--- config.mk ---
export PLATFORM = sky130hd
export DESIGN_NAME = skac_front
export DESIGN_NICKNAME = d
export VERILOG_FILES = /design/src/hw/rtl/skac_pkg.sv /design/src/hw/rtl/skac_front.sv
export SDC_FILE = /design/constraint.sdc
export NUM_CORES = 1
export LEC_CHECK = 0
export BUFFER_PORTS_ARGS = -buffer_cell sky130_fd_sc_hd__buf_2
export CAP_MARGIN = 0
export CORE_ASPECT_RATIO = 2
export CORE_MARGIN = 5
export CORE_UTILIZATION = 40
export DETAILED_ROUTE_END_ITERATION = 6
export PLACE_DENSITY = 0.71
export SYNTH_ARGS = -nofsm -noshare
export SYNTH_HDL_FRONTEND = slang
export SYNTH_SLANG_ARGS = --single-unit
--- constraint.sdc ---
create_clock -name clk -period 7.95 [get_ports clk]
set_clock_uncertainty 0.1 [all_clocks]
set_input_delay 0.3975 -clock clk [delete_from_list [all_inputs] [get_ports clk]]
set_output_delay 0.3975 -clock clk [all_outputs]
set_load 0.005 [all_outputs]
--- src/hw/rtl/skac_pkg.sv ---
`timescale 1ns / 1ps
// Shared definitions for the skewed-associative cache tag store.
// No dependencies; used by every module of the block except skac_ram.
package skac_pkg;

  localparam int SETS_DEF        = 1024;
  localparam int WAYS_DEF        = 8;
  localparam int OFFSET_BITS_DEF = 6;
  localparam int ADDR_BITS_DEF   = 48;

  // Width of the line address field and of the stamps.
  localparam int LINE_BITS  = 48;
  localparam int STAMP_BITS = 32;
  localparam int PICK_BITS  = 3;

  // Ways share one of this many skew functions before an extra hash round.
  localparam int SKEW_FUNCS = 8;

  typedef enum logic {
    CMD_READ  = 1'b0,
    CMD_EVICT = 1'b1
  } cmd_t;

  localparam logic [1:0] CFG_INVALID_FIRST = 2'd0;
  localparam logic [1:0] CFG_USE_LRU       = 2'd1;

  // Handshake between the front queue and the back end.
  typedef struct packed {
    logic q_valid;
    logic clearing;
  } fb_status_t;

endpackage

--- src/hw/rtl/skac_front.sv ---
`timescale 1ns / 1ps
// Front end: accepts input beats, computes the skewed set index of every way
// and holds the result in a two-entry queue. Depends on skac_pkg.
module skac_front #(
  parameter int SETS        = skac_pkg::SETS_DEF,
  parameter int WAYS        = skac_pkg::WAYS_DEF,
  parameter int OFFSET_BITS = skac_pkg::OFFSET_BITS_DEF,
  parameter int ADDR_BITS   = skac_pkg::ADDR_BITS_DEF
) (
  input  logic                  clk,
  input  logic                  rst,
  input  logic                  in_valid,
  output logic                  in_ready,
  input  logic                  in_cmd,
  input  logic [skac_pkg::LINE_BITS-1:0] in_addr,
  input  logic [skac_pkg::PICK_BITS-1:0] in_pick,
  input  logic                  clearing,
  input  logic                  q_pop,
  output logic                  q_valid,
  output logic                  q_cmd,
  output logic [((ADDR_BITS < skac_pkg::LINE_BITS) ? ADDR_BITS : skac_pkg::LINE_BITS)-1:0] q_addr,
  output logic [skac_pkg::PICK_BITS-1:0] q_pick,
  output logic [WAYS*$clog2(SETS)-1:0]   q_sets
);

  localparam int TW = (ADDR_BITS < skac_pkg::LINE_BITS) ? ADDR_BITS : skac_pkg::LINE_BITS;
  localparam int B  = $clog2(SETS + 1) - 1;
  localparam int SW = $clog2(SETS);
  localparam int XW = TW + OFFSET_BITS + 2 * B;
  localparam int EW = 1 + skac_pkg::PICK_BITS + TW + WAYS * SW;
  localparam logic [B-1:0] IDX_MASK = B'(SETS - 1);

  function automatic logic [B-1:0] mix_fwd(input logic [B-1:0] x);
    logic b;
    b = x[0] ^ x[B-1];
    return {b, x[B-1:1]};
  endfunction

  function automatic logic [B-1:0] mix_back(input logic [B-1:0] x);
    logic b;
    b = x[B-2] ^ x[B-1];
    return {x[B-2:0], b};
  endfunction

  logic [TW-1:0]        addr;
  logic [XW-1:0]        a_ext;
  logic [B-1:0]         lo;
  logic [B-1:0]         hi;
  logic [WAYS*SW-1:0]   sets;

  assign addr  = TW'(in_addr);
  assign a_ext = XW'(addr) >> OFFSET_BITS;
  assign lo    = a_ext[B-1:0];
  assign hi    = a_ext[2*B-1:B];

  for (genvar w = 0; w < WAYS; w++) begin : g_way
    logic [B-1:0] r;
    always_comb begin
      r = (((w & 4) != 0) ? mix_back(lo) : mix_fwd(lo))
        ^ (((w & 2) != 0) ? mix_back(hi) : mix_fwd(hi))
        ^ (((w & 1) != 0) ? lo : hi);
      for (int i = 0; i < w / skac_pkg::SKEW_FUNCS; i++) begin
        r = mix_fwd(r);
      end
    end
    assign sets[w*SW +: SW] = SW'(r & IDX_MASK);
  end

  // Two-entry queue.
  logic [EW-1:0] qmem [2];
  logic          wp;
  logic          rp;
  logic [1:0]    cnt;
  logic          push;

  assign in_ready = !clearing && (cnt != 2'd2);
  assign push     = in_valid && in_ready;
  assign q_valid  = (cnt != 2'd0);
  assign {q_cmd, q_pick, q_addr, q_sets} = qmem[rp];

  always_ff @(posedge clk) begin
    if (push) begin
      qmem[wp] <= {in_cmd, in_pick, addr, sets};
    end
    if (rst) begin
      wp  <= 1'b0;
      rp  <= 1'b0;
      cnt <= 2'd0;
    end else begin
      if (push) begin
        wp <= !wp;
      end
      if (q_pop) begin
        rp <= !rp;
      end
      cnt <= cnt + 2'(push) - 2'(q_pop);
    end
  end

endmodule

* After elaboration in Yosys (flattened, before gate mapping)
Memory sizes are Yosys's and may differ from the RTL's. A register that Yosys moved wholly into a read port is not among the register bits.
Cells that the tools add are included.
** Operators by class
- Reductions and logical operators :: 6
- Bitwise operators :: 16
- Mux-type cells :: 4
- Eq/ne operators :: 1
- Add/subtract/negate cells :: 2
** Operators with widths (number)
- $xor 10x10->10 :: 12
- $mux 1 :: 4
- $xor 1x1->1 :: 4
- $logic_not 1->1 :: 3
- $add 2x1->2 :: 1
- $logic_and 1x1->1 :: 2
- $ne 2x2->1 const B :: 1
- $reduce_bool 2->1 :: 1
- $sub 2x1->2 :: 1
** Word-level totals
- Memories :: 1
- Output and inout bits :: 134
- Register bits after elaboration :: 4
- Input port bits :: 57
- Logic and storage cells :: 33
- Bits in writable memories :: 264
** Memory list
- qmem :: depth 2, width 132, read ports 1, clocked after Yosys merged registers in 1, write ports 1, line skac_front.sv:70 : logic [EW-1:0] qmem [2];

* Longest topological paths before layout
- Depth after elaboration :: 5
- Gate-level depth with buffers :: 9
- Gate-level depth less buffers :: 9

* Least setup slack after synthesis
No wires, ideal clock.
- Path kind :: register to register
- Start point :: register cnt[1]
- End point :: memory qmem[1][0] (netlist name), enable pin
- Stages on the path, launching flop included :: 4
- Setup slack :: 3616 ps
- Arrival time :: 3726 ps
- Required time :: 7342 ps
- Buffers on the path :: 0
- Library setup time :: 508 ps
- Cells stage by stage :: dfxtp_1 nor2b_1 nor2_1 and3_1
** On the way
- Word-level cells in the longest chain between the ends :: 5
** Ends and longest elaborated chain
- start, declared :: line skac_front.sv:73 : logic [1:0] cnt;
- start signal, assigned :: line skac_front.sv:96 : cnt <= cnt + 2'(push) - 2'(q_pop);
- $ne 2x2->1 :: line skac_front.sv:76 : assign in_ready = !clearing && (cnt != 2'd2);
- $logic_and 1x1->1 :: line skac_front.sv:76
- via in_ready :: line skac_front.sv:13 : output logic in_ready,
- $logic_and 1x1->1 :: line skac_front.sv:77 : assign push = in_valid && in_ready;
- $mux 1 :: line skac_front.sv:82 : if (push) begin
- $mux 1 (implied by the code) :: line skac_front.sv:83 : qmem[wp] <= {in_cmd, in_pick, addr, sets};
- end, declared :: line skac_front.sv:70
The timed path passes the listed nets, and every way through them passes these cells.

==> results.cfg <==
[route]
ant_nets = 0
wl_met1_mm = 7.68
drt_iter0_drc = 258
wirelength_mm = 22.3
num_vias = 5364
vias_per_cell = 4.68
wl_met3_um = 967
dr.pass1.iters = 4
wl_met2_mm = 12.7
wl_per_cell_um = 19.4
route.detailed.drc = 0
top_layer = met4

[clock_tree]
clk_latency_ps = 510
htreeDepth = 1
cts_buffer_depth = 3
cts.sinks = 269
cts_setup_buffers = 0
cts_hold_buf = 33
clk_pin_slew_ps = 70
clock_tree.root_cell = clkbuf_16
cts_tree = yes
cts_made_buffers = 24
cts-resized-gates = 0

[placement]
place_area_mm2 = 0.0120
io_buffer_count = 190
dp_hpwl_mm = 14.7
place_congestion = 0.740

[yosys]
syn_avg_cell_area_um2 = 19.2
yosys.area_share.simple_pct = 0.627
netlist_area_mm2 = 0.0108
muxShareOfSynthArea_pct = 13.8
synth_fp_nets = 621
synth-seq-cells = 269
ys_warn_count = 0
netlist.area_leader.share_pct = 73.6
synthCells = 562
synth_fa_ha_area_share_pct = 0.232
synth_compound_area_share_pct = 0.0929
synth_xor_area_share_pct = 9.01
synth_top_family_by_area = multiplexers
yosys.area.top_type = edfxtp_1
synth-seq-area-share_pct = 74.5
synthTopCellsByArea = edfxtp_1 74%, mux2_2 14%, xnor2_1 7.7%, buf_2 1.4%, dfxtp_1 0.93%
synth_cell_types = 25

[sta]
setup_tns_ps = 0
fmax_mhz = 295
hold_violations = 0
maxSlewHeadroom_pct = 27.0
min_period_ps = 3390
tightest_slew_ps = 1090
timing.final.crit_share_pct = 42.7
slew_violations = 0
setup_viol = 0
rsz0062_at_grt = no

[global_route]
grt_max_degree = 81
grt_pass1_wl_mm = 34.2
gr-total-overflow = 0
grt_pass1_vias = 6052
antenna_found_initial = 1
grt_usage_pct = 14.4

[final_layout]
areaGrowthSynthToFinish_pct = 21.6
fin_area_mm2 = 0.0131
nets = 839
drive_above_1_share_pct = 45.8
n_fill_cell = 2286
final_util_pct = 48.9

[die]
start_util_pct = 40.2
die_w_um = 126
die_h_um = 242
io_pins = 191
coreArea_mm2 = 0.0268
rows = 85
die_area_mm2 = 0.0305

[worst_setup_path]
arrival_ps = 2890
crit_required_ps = 7450
setup.worst_path.end_class = output pin
crit_fanout = 80
cp-start-kind = register
critical_path_class = register to output pin

[pwr]
power.density_mw_per_mm2 = 243
leakagePower_nw = 4.54
irDropWorstVdd_mv = 0.171

[job]
maxCapViolations = 0

[worst_hold_path]
hold_class = input port to register

[outcome]
outcome = complete, no violations
-- synth_stat cells, drive strengths merged --
cell,number
a21oi,1
and2,1
and3,1
buf,33
clkbuf,1
dfxtp,5
edfxtp,264
ha,2
inv,3
mux2,132
nand2,1
nand2b,1
nor2,4
nor2b,2
nor3,1
o21ai,1
or2,1
or3,1
xnor2,97
xor2,10
-- power breakdown --
part,internal (W),switching (W),total (W)
clock network,0.000607,0.000488,0.00110
registers,0.00167,0.0000275,0.00170
logic,0.000192,0.000204,0.000396
total,0.00247,0.000719,0.00319
-- placed cells by master (no fill, tap or decap), types with 2 or more instances in the layout --
cell type	count
edfxtp_1	264
buf_2	190
mux2_2	132
xnor2_1	95
dlygate4sd3_1	33
clkbuf_16	25
xor2_1	9
clkinv_1	7
nor2_1	4
clkinv_2	4
dfxtp_1	4
clkbuf_1	3
buf_4	3
nor2b_1	2
inv_1	2
ha_1	2
-- metrics by stage --
| stage | hold WS, ps | std cells | total power, W | setup WS (ps) |
|---|---|---|---|---|
| floorplan | 352 | 562 | 0.00197 | 3620 |
| global placement | 383 | 1069 | 0.00211 | 4980 |
| global route | 90.5 | 1146 | 0.00333 | 4370 |
| CTS | 47.8 | 1145 | 0.00323 | 4430 |
| finish | 68.1 | 1146 | 0.00319 | 4560 |
| detailed placement | 405 | 1069 | 0.00212 | 4960 |
-- state kept, by name, indices dropped and copies added (netlist names), named ones only --
| signal | count |
|---|---|
| qmem | 264 |
| cnt | 2 |
| rp | 1 |
| wp | 1 |
-- worst paths after layout --
check	slack [ps]	cells past startpoint	start	end
hold / removal	70	3	q_pop	register
hold reg to reg	400	2	wp$_SDFFE_PP0P_	wp$_SDFFE_PP0P_
setup reg to reg	5040	4	cnt[1]$_SDFF_PP0_	qmem[1][68]$_DFFE_PP_
setup / recovery	4560	3	register	q_sets[60]
-- worst max-delay path, stage by stage (launching register included) --
cell and delay (ps):
dfxtp_4 790, buf_4 900, mux2_2 460, buf_2 140
-- routing by layer --
layer,vias up,global-route usage (%)
li1,2523,-
met1,2662,15.1
met2,131,27.6
met3,48,2.27
met4,0,6.85
met5,-,0
-- layout make-up --
cell class | instances | area, µm² | share of cell area [%]
inverter | 3 | 16.3 | 0.124
multi-input combinational | 256 | 2560 | 19.6
antenna | 1 | 2.50 | 0.0191
clock buffer | 28 | 637 | 4.86
sequential | 269 | 8030 | 61.3
tap | 348 | 435 | 3.32
timing repair buffer | 226 | 1300 | 9.95
clock inverter | 15 | 109 | 0.831
-- cells by family after synthesis --
logic type      Yosys count
simple gates             13
xor+xnor                107
buf+inv                  37
flops                   269
fa+ha+maj                 2
mux                     132
compound gates            2
No activity file was read; power rests on OpenSTA's default activity.
